`src/hw/rtl/mau_pkg.sv`:
```
// Package with the shared constants, types and modular helper functions.
`default_nettype none
package mau_pkg;

    localparam int VALUE_BITS = 31;
    localparam int EXP_BITS   = 63;
    localparam int CNT_W      = $clog2(VALUE_BITS);
    localparam logic [VALUE_BITS-1:0] RESET_MODULUS = VALUE_BITS'(1000000007);

    typedef logic [VALUE_BITS-1:0] t_value;

    typedef enum logic [1:0] {
        MODE_ADD = 2'd0,
        MODE_MUL = 2'd1,
        MODE_DIV = 2'd2,
        MODE_POW = 2'd3
    } t_mode;

    typedef enum logic [3:0] {
        ST_IDLE,
        ST_REDUCE,
        ST_DISPATCH,
        ST_MUL,
        ST_MUL_DONE,
        ST_EUC_CHK,
        ST_EUC_DIV,
        ST_EUC_UPD,
        ST_POW_CHK,
        ST_FINISH
    } t_state;

    typedef enum logic [1:0] {
        RET_RESULT,
        RET_PACC,
        RET_PBASE
    } t_ret;

    // (x + y) mod m for x, y below m.
    function automatic t_value add_mod(input t_value x, input t_value y, input t_value m);
        logic [VALUE_BITS:0] s;
        s = {1'b0, x} + {1'b0, y};
        if (s >= {1'b0, m}) begin
            s = s - {1'b0, m};
        end
        return s[VALUE_BITS-1:0];
    endfunction

    // (x - y) mod m for x, y below m.
    function automatic t_value sub_mod(input t_value x, input t_value y, input t_value m);
        logic [VALUE_BITS:0] d;
        d = {1'b0, x} - {1'b0, y};
        if (x < y) begin
            d = d + {1'b0, m};
        end
        return d[VALUE_BITS-1:0];
    endfunction

endpackage
`default_nettype wire

```
`src/hw/rtl/modular_arithmetic_unit.sv`:
```
// Top level: modular add, multiply, divide and power with a bit-serial datapath.
// Each operation first reduces both operands mod m. Add then adds them, multiply runs one modular
// multiply, divide runs extended Euclid steps and then multiplies by the inverse, and power
// squares and multiplies over the exponent bits, lowest first, until the exponent is used up.
// Every multiply runs on one shared shift-and-add modular unit, one bit a cycle.
// One item is in work at a time; a finished result waits in the output register.
// Synchronous active-low reset clears control state and loads the default modulus.
`default_nettype none
module modular_arithmetic_unit (
    input  wire logic                              i_clk,
    input  wire logic                              i_rst_n,
    input  wire logic                              i_cfg_wr_en,
    input  wire logic [mau_pkg::VALUE_BITS-1:0]    i_cfg_wr_data,
    input  wire logic                              i_in_valid,
    output logic                                   o_in_ready,
    input  wire logic [1:0]                        i_mode,
    input  wire logic [mau_pkg::VALUE_BITS-1:0]    i_operand_a,
    input  wire logic [mau_pkg::VALUE_BITS-1:0]    i_operand_b,
    input  wire logic [mau_pkg::EXP_BITS-1:0]      i_exponent,
    output logic                                   o_out_valid,
    input  wire logic                              i_out_ready,
    output logic [mau_pkg::VALUE_BITS-1:0]         o_result,
    output logic                                   o_not_invertible
);

    localparam int VB = mau_pkg::VALUE_BITS;
    localparam int EB = mau_pkg::EXP_BITS;
    localparam int CW = mau_pkg::CNT_W;

    mau_pkg::t_state r_state, n_state;
    mau_pkg::t_ret   r_ret, n_ret;
    mau_pkg::t_mode  r_mode, n_mode;
    logic [CW-1:0]   r_cnt, n_cnt;
    mau_pkg::t_value r_m;
    mau_pkg::t_value r_a, n_a, r_b, n_b;
    mau_pkg::t_value r_ared, n_ared, r_bred, n_bred;
    logic [EB-1:0]   r_e, n_e;
    mau_pkg::t_value r_mx, n_mx, r_my, n_my, r_macc, n_macc;
    mau_pkg::t_value r_r0, n_r0, r_r1, n_r1, r_rem, n_rem;
    mau_pkg::t_value r_s0, n_s0, r_s1, n_s1;
    mau_pkg::t_value r_pacc, n_pacc, r_pbase, n_pbase;
    mau_pkg::t_value r_res, n_res;
    logic            r_flag, n_flag;
    logic            r_ovalid, n_ovalid;
    mau_pkg::t_value r_ores, n_ores;
    logic            r_oflag, n_oflag;

    logic [VB:0]     w_sh_a, w_sh_b, w_sh_r;
    mau_pkg::t_value w_one;

    assign o_in_ready       = (r_state == mau_pkg::ST_IDLE);
    assign o_out_valid      = r_ovalid;
    assign o_result         = r_ores;
    assign o_not_invertible = r_oflag;

    always_ff @(posedge i_clk) begin
        if (!i_rst_n) begin
            r_state  <= mau_pkg::ST_IDLE;
            r_ovalid <= 1'b0;
            r_m      <= mau_pkg::RESET_MODULUS;
        end else begin
            r_state  <= n_state;
            r_ovalid <= n_ovalid;
            if (i_cfg_wr_en) begin
                r_m <= i_cfg_wr_data;
            end
        end
    end

    always_ff @(posedge i_clk) begin
        r_ret   <= n_ret;
        r_mode  <= n_mode;
        r_cnt   <= n_cnt;
        r_a     <= n_a;
        r_b     <= n_b;
        r_ared  <= n_ared;
        r_bred  <= n_bred;
        r_e     <= n_e;
        r_mx    <= n_mx;
        r_my    <= n_my;
        r_macc  <= n_macc;
        r_r0    <= n_r0;
        r_r1    <= n_r1;
        r_rem   <= n_rem;
        r_s0    <= n_s0;
        r_s1    <= n_s1;
        r_pacc  <= n_pacc;
        r_pbase <= n_pbase;
        r_res   <= n_res;
        r_flag  <= n_flag;
        r_ores  <= n_ores;
        r_oflag <= n_oflag;
    end

    always_comb begin
        n_state  = r_state;
        n_ret    = r_ret;
        n_mode   = r_mode;
        n_cnt    = r_cnt;
        n_a      = r_a;
        n_b      = r_b;
        n_ared   = r_ared;
        n_bred   = r_bred;
        n_e      = r_e;
        n_mx     = r_mx;
        n_my     = r_my;
        n_macc   = r_macc;
        n_r0     = r_r0;
        n_r1     = r_r1;
        n_rem    = r_rem;
        n_s0     = r_s0;
        n_s1     = r_s1;
        n_pacc   = r_pacc;
        n_pbase  = r_pbase;
        n_res    = r_res;
        n_flag   = r_flag;
        n_ores   = r_ores;
        n_oflag  = r_oflag;
        n_ovalid = r_ovalid && !i_out_ready;

        // The constant one is zero when the modulus is one.
        w_one  = (r_m == VB'(1)) ? '0 : VB'(1);
        w_sh_a = {r_ared, r_a[VB-1]};
        w_sh_b = {r_bred, r_b[VB-1]};
        w_sh_r = {r_rem, r_r0[VB-1]};

        unique case (r_state)
            mau_pkg::ST_IDLE: begin
                if (i_in_valid) begin
                    n_mode  = mau_pkg::t_mode'(i_mode);
                    n_a     = i_operand_a;
                    n_b     = i_operand_b;
                    n_e     = i_exponent;
                    n_ared  = '0;
                    n_bred  = '0;
                    n_cnt   = CW'(VB - 1);
                    n_state = mau_pkg::ST_REDUCE;
                end
            end
            mau_pkg::ST_REDUCE: begin
                // Restoring reduction of both operands, one bit a cycle.
                n_ared = (w_sh_a >= {1'b0, r_m}) ? VB'(w_sh_a - {1'b0, r_m}) : VB'(w_sh_a);
                n_bred = (w_sh_b >= {1'b0, r_m}) ? VB'(w_sh_b - {1'b0, r_m}) : VB'(w_sh_b);
                n_a    = {r_a[VB-2:0], 1'b0};
                n_b    = {r_b[VB-2:0], 1'b0};
                n_cnt  = r_cnt - CW'(1);
                if (r_cnt == '0) begin
                    n_state = mau_pkg::ST_DISPATCH;
                end
            end
            mau_pkg::ST_DISPATCH: begin
                n_flag = 1'b0;
                if (r_m == '0) begin
                    n_res   = '0;
                    n_state = mau_pkg::ST_FINISH;
                end else begin
                    unique case (r_mode)
                        mau_pkg::MODE_ADD: begin
                            n_res   = mau_pkg::add_mod(r_ared, r_bred, r_m);
                            n_state = mau_pkg::ST_FINISH;
                        end
                        mau_pkg::MODE_MUL: begin
                            n_mx    = r_ared;
                            n_my    = r_bred;
                            n_macc  = '0;
                            n_cnt   = CW'(VB - 1);
                            n_ret   = mau_pkg::RET_RESULT;
                            n_state = mau_pkg::ST_MUL;
                        end
                        mau_pkg::MODE_DIV: begin
                            n_r0    = r_bred;
                            n_r1    = r_m;
                            n_s0    = w_one;
                            n_s1    = '0;
                            n_state = mau_pkg::ST_EUC_CHK;
                        end
                        mau_pkg::MODE_POW: begin
                            n_pacc  = w_one;
                            n_pbase = r_ared;
                            n_state = mau_pkg::ST_POW_CHK;
                        end
                        default: n_state = mau_pkg::ST_FINISH;
                    endcase
                end
            end
            mau_pkg::ST_MUL: begin
                // Horner over the multiplier bits, most significant first.
                n_macc = mau_pkg::add_mod(mau_pkg::add_mod(r_macc, r_macc, r_m),
                                          r_my[VB-1] ? r_mx : '0, r_m);
                n_my   = {r_my[VB-2:0], 1'b0};
                n_cnt  = r_cnt - CW'(1);
                if (r_cnt == '0) begin
                    n_state = mau_pkg::ST_MUL_DONE;
                end
            end
            mau_pkg::ST_MUL_DONE: begin
                unique case (r_ret)
                    mau_pkg::RET_RESULT: begin
                        n_res   = r_macc;
                        n_state = mau_pkg::ST_FINISH;
                    end
                    mau_pkg::RET_PACC: begin
                        n_pacc = r_macc;
                        if (r_e[EB-1:1] == '0) begin
                            n_e     = '0;
                            n_state = mau_pkg::ST_POW_CHK;
                        end else begin
                            n_mx    = r_pbase;
                            n_my    = r_pbase;
                            n_macc  = '0;
                            n_cnt   = CW'(VB - 1);
                            n_ret   = mau_pkg::RET_PBASE;
                            n_state = mau_pkg::ST_MUL;
                        end
                    end
                    mau_pkg::RET_PBASE: begin
                        n_pbase = r_macc;
                        n_e     = {1'b0, r_e[EB-1:1]};
                        n_state = mau_pkg::ST_POW_CHK;
                    end
                    default: n_state = mau_pkg::ST_FINISH;
                endcase
            end
            mau_pkg::ST_EUC_CHK: begin
                if (r_r1 == '0) begin
                    if (r_r0 != VB'(1)) begin
                        n_flag  = 1'b1;
                        n_res   = '0;
                        n_state = mau_pkg::ST_FINISH;
                    end else begin
                        n_mx    = r_ared;
                        n_my    = r_s0;
                        n_macc  = '0;
                        n_cnt   = CW'(VB - 1);
                        n_ret   = mau_pkg::RET_RESULT;
                        n_state = mau_pkg::ST_MUL;
                    end
                end else begin
                    n_rem   = '0;
                    n_macc  = '0;
                    n_cnt   = CW'(VB - 1);
                    n_state = mau_pkg::ST_EUC_DIV;
                end
            end
            mau_pkg::ST_EUC_DIV: begin
                // Quotient bits come out most significant first; q * s1 mod m
                // is built alongside them in the multiply accumulator.
                if (w_sh_r >= {1'b0, r_r1}) begin
                    n_rem  = VB'(w_sh_r - {1'b0, r_r1});
                    n_macc = mau_pkg::add_mod(mau_pkg::add_mod(r_macc, r_macc, r_m),
                                              r_s1, r_m);
                end else begin
                    n_rem  = VB'(w_sh_r);
                    n_macc = mau_pkg::add_mod(r_macc, r_macc, r_m);
                end
                n_r0  = {r_r0[VB-2:0], 1'b0};
                n_cnt = r_cnt - CW'(1);
                if (r_cnt == '0) begin
                    n_state = mau_pkg::ST_EUC_UPD;
                end
            end
            mau_pkg::ST_EUC_UPD: begin
                n_r0    = r_r1;
                n_r1    = r_rem;
                n_s0    = r_s1;
                n_s1    = mau_pkg::sub_mod(r_s0, r_macc, r_m);
                n_state = mau_pkg::ST_EUC_CHK;
            end
            mau_pkg::ST_POW_CHK: begin
                n_macc = '0;
                n_cnt  = CW'(VB - 1);
                if (r_e == '0) begin
                    n_res   = r_pacc;
                    n_state = mau_pkg::ST_FINISH;
                end else if (r_e[0]) begin
                    n_mx    = r_pacc;
                    n_my    = r_pbase;
                    n_ret   = mau_pkg::RET_PACC;
                    n_state = mau_pkg::ST_MUL;
                end else begin
                    n_mx    = r_pbase;
                    n_my    = r_pbase;
                    n_ret   = mau_pkg::RET_PBASE;
                    n_state = mau_pkg::ST_MUL;
                end
            end
            mau_pkg::ST_FINISH: begin
                if (!r_ovalid || i_out_ready) begin
                    n_ovalid = 1'b1;
                    n_ores   = r_res;
                    n_oflag  = r_flag;
                    n_state  = mau_pkg::ST_IDLE;
                end
            end
            default: n_state = mau_pkg::ST_IDLE;
        endcase
    end

endmodule
`default_nettype wire

```
`config.mk`:
```
export PLATFORM = sky130hd
export DESIGN_NAME = modular_arithmetic_unit
export DESIGN_NICKNAME = d
export VERILOG_FILES = /design/src/hw/rtl/mau_pkg.sv /design/src/hw/rtl/modular_arithmetic_unit.sv
export SDC_FILE = /design/constraint.sdc
export NUM_CORES = 2
export LEC_CHECK = 0
export BUFFER_PORTS_ARGS = -buffer_cell sky130_fd_sc_hd__buf_2
export CORE_MARGIN = 10
export CORE_UTILIZATION = 35
export DETAILED_ROUTE_END_ITERATION = 7
export GPL_TIMING_DRIVEN = 0
export PLACE_DENSITY_LB_ADDON = 0.08
export SKIP_LAST_GASP = 1
export SYNTH_ARGS = -nofsm -noshare
export SYNTH_HDL_FRONTEND = slang
export SYNTH_SLANG_ARGS = --single-unit
```
`constraint.sdc`:
```
create_clock -name i_clk -period 8.6 [get_ports i_clk]
set_input_delay 0.86 -clock i_clk [delete_from_list [all_inputs] [get_ports i_clk]]
set_output_delay 0.86 -clock i_clk [all_outputs]
set_load 0.005 [all_outputs]
```
==> reports/metrics.csv <==
metric;value;unit
Net Count, Synth;5669;
Yosys warning count;0;
Max stage delay cell, worst path;o31ai_2;
Post-synth EDFFs;570;
Clock Sinks;606;
global routing's busiest layer;met2;
DRT antenna net count;0;
vias in the first global route;39900;
total clock buffers created by CTS;78;
violated checks;design-rule violations;
die area;146800;µm²
clk root buf;clkbuf_16;
Inst Count DP;7086;
crit-path most repeated cell;a21oi_1;
Critical Setup Path Class;reg2reg;
Reg clk slew, reported paths;0.06;ns
Clock Tree Buf Depth;3;
Initial Utilization;0.3516;
area grow syn2layout;15.67;%
max-slew violation count;0;
Post-Synthesis Cell Area;46160;µm²
critical path launch point type;flop;
Hold Path Class;in2reg;
Fin Hold WS;0.3834;ns
TritonRoute pass-1 iters;8;
Die Span Y;383.2;µm
Post-Syn Area per Cell;9.024;µm²
row count;133;
largest net degree at the start of global routing;53;
CP top delay family;compound AO/OA/AOI/OAI gates;
max_cap viols;0;
wire length per cell;28.33;µm
worst r2r src;r_m[0];
Largest register FFs;63;
flops & latches, synth;606;
Largest stage delay, worst path;0.52;ns
global-route wire length before repair;288500;µm
layout cells sized above 1;0.1057;
gr ovfl total;0;
Worst Clk Skew;0.04133;ns
Starting DRT DRC Count;4842;
Largest Register;r_e;
DRC;12;
Netlist cell types;93;
core footprint;131300;µm²
DR vias/cell;5.790;
RSZ-0062 raised after global routing;yes;
Die X-Extent;383.2;µm
most common cell after layout, fill and taps aside;nand2_1;
GR Util met3;0.05752;
overall routing resource usage;0.2700;
status;complete, but fails checks;
Top FF cell, synth;edfxtp_1;
Worst Reg-to-Reg Cells;36;
Reg2Reg Capture Point;r_macc[7];
fmax;0.1177;GHz
minimum clock period;8.493;ns
clk_lat worst skew;0.71;ns
worst reg-to-reg setup slack;0.11;ns
CTS Hold Buffers Added;0;
routability congestion estimate;0.9677;
actual slew at the worst max-slew pin;1.355;ns
Routed Wire Length;206400;µm
leading cell types in the layout, fill and taps excluded;nand2_1 (688), edfxtp_1 (570), a21oi_1 (416);
Hold Path Sink;r_m[15];
Port Buffer Count;194;
worst-path fanout max;10;
final setup vio count;0;
grt met2 use;0.3895;
Ports;197;
hold_sp;i_cfg_wr_data[15];
antenna violations before repair;17;
NumNets Final;6020;
Final Hold Viols;0;
CTS tree;yes;
worst path arrival time;8.92;ns
Final Non-Filler Cells;7285;
Syn Inst Count;5116;
sequential fraction of the synthesis area;0.3864;
Slew headroom;0.09675;
DPL Wire Length;158500;µm
crit share post-route;0.9876;
Vias;42180;
met1 usage;0.3807;
ys async rst share;0;
crit end category;flop;
Min-Delay Path Depth;3;
# H-tree levels;3;
WP buf/inv;7;
Critical Path RT;9.03;ns
[layout make-up]
class | count | area, µm²
Clock inverter | 50 | 509.2
Inverter | 239 | 1015
Sequential cell | 606 | 17860
Timing Repair Buffer | 272 | 1748
Clock buffer | 90 | 2018
Fill cell | 13320 | 77900
Tap cell | 1755 | 2196
Antenna cell | 3 | 7.507
Buffer | 196 | 813.3
Multi-Input combinational cell | 4074 | 27230
[stage by stage]
stage	setup TNS, ns	worst slack [ns]	area, µm²	util
after floorplan	0	0.6996	46160	-
after global placement	-250.49	-3.752	49330	0.3757
after detailed placement	-97.55	-3.430	49770	0.3790
after CTS	0	0.003305	53030	0.4039
after global routing	-0.3452	-0.07457	53390	0.4066
final	0	0.1069	53400	0.4067
[cell families (layout without fill, tap and decap cells)]
kind of cell               count (synthesis)  count (layout)  share of synthesized area
AOI/OAI and AO/OA                       1492            1492                     0.2088
xor gates and xnor gates                 302             302                    0.05730
adders and majority gates                391             391                     0.1075
buffers and inverters                    436             847                    0.03570
DFF                                      606             606                     0.3864
muxes                                    143             143                    0.03125
other                                      0               3                          0
and+or+nand+nor                         1746            1746                     0.1731
[cells in the mapped netlist (all sizes together) (61+ instances only)]
library cell / n / area (µm²)
inv: 238 / 893.4
clkbuf: 174 / 653.1
nor3: 75 / 375.4
o21ai: 314 / 1575
nand3: 150 / 750.7
and2: 90 / 563.0
nand4: 61 / 381.6
nand2: 692 / 2597
xnor2: 195 / 1708
edfxtp: 570 / 17120
a21o: 192 / 1441
xor2: 107 / 937.2
nor2: 406 / 1524
ha: 380 / 4755
a222oi: 61 / 610.6
a211oi: 61 / 457.9
o21bai: 70 / 525.5
mux2i: 134 / 1341
a21oi: 445 / 2231
nor2b: 63 / 394.1
[metal layers]
| metal | routed length, µm | share of wire | vias to the layer above |
|---|---|---|---|
| met5 | 73 | 0.00035 | - |
| met4 | 11250 | 0.055 | 10 |
| met3 | 17650 | 0.086 | 320 |
| met2 | 84850 | 0.41 | 1698 |
| met1 | 92540 | 0.45 | 20430 |
| li1 | - | - | 19720 |
[worst max path at each step]
stage,cells past startpoint,endpoint,startpoint
after floorplan,35,r_macc[1],r_m[1]
after global placement,34,r_macc[1],r_m[1]
after detailed placement,34,r_macc[1],r_m[0]
after CTS,34,r_macc[1],r_m[3]
after global routing,37,r_macc[7],r_m[0]
final,36,r_macc[7],r_m[0]
[timing repair]
action | in CTS | in global routing
setup buffers | 47 | 10
resized for setup | 117 | 75
pin swaps | 9 | 22
endpoints found under the hold margin | 0 | 0
setup endpoints to repair | 31 | 31
cloned | 0 | 0
[tightest hold or removal path: stages]
cell and delay, ns:
buf_2 0.08, nand2_1 0.05, o211ai_1 0.07
Power is left out: the tool's default activity adds up to more than one toggle a clock period on the data nets, which glitch-free logic cannot reach.
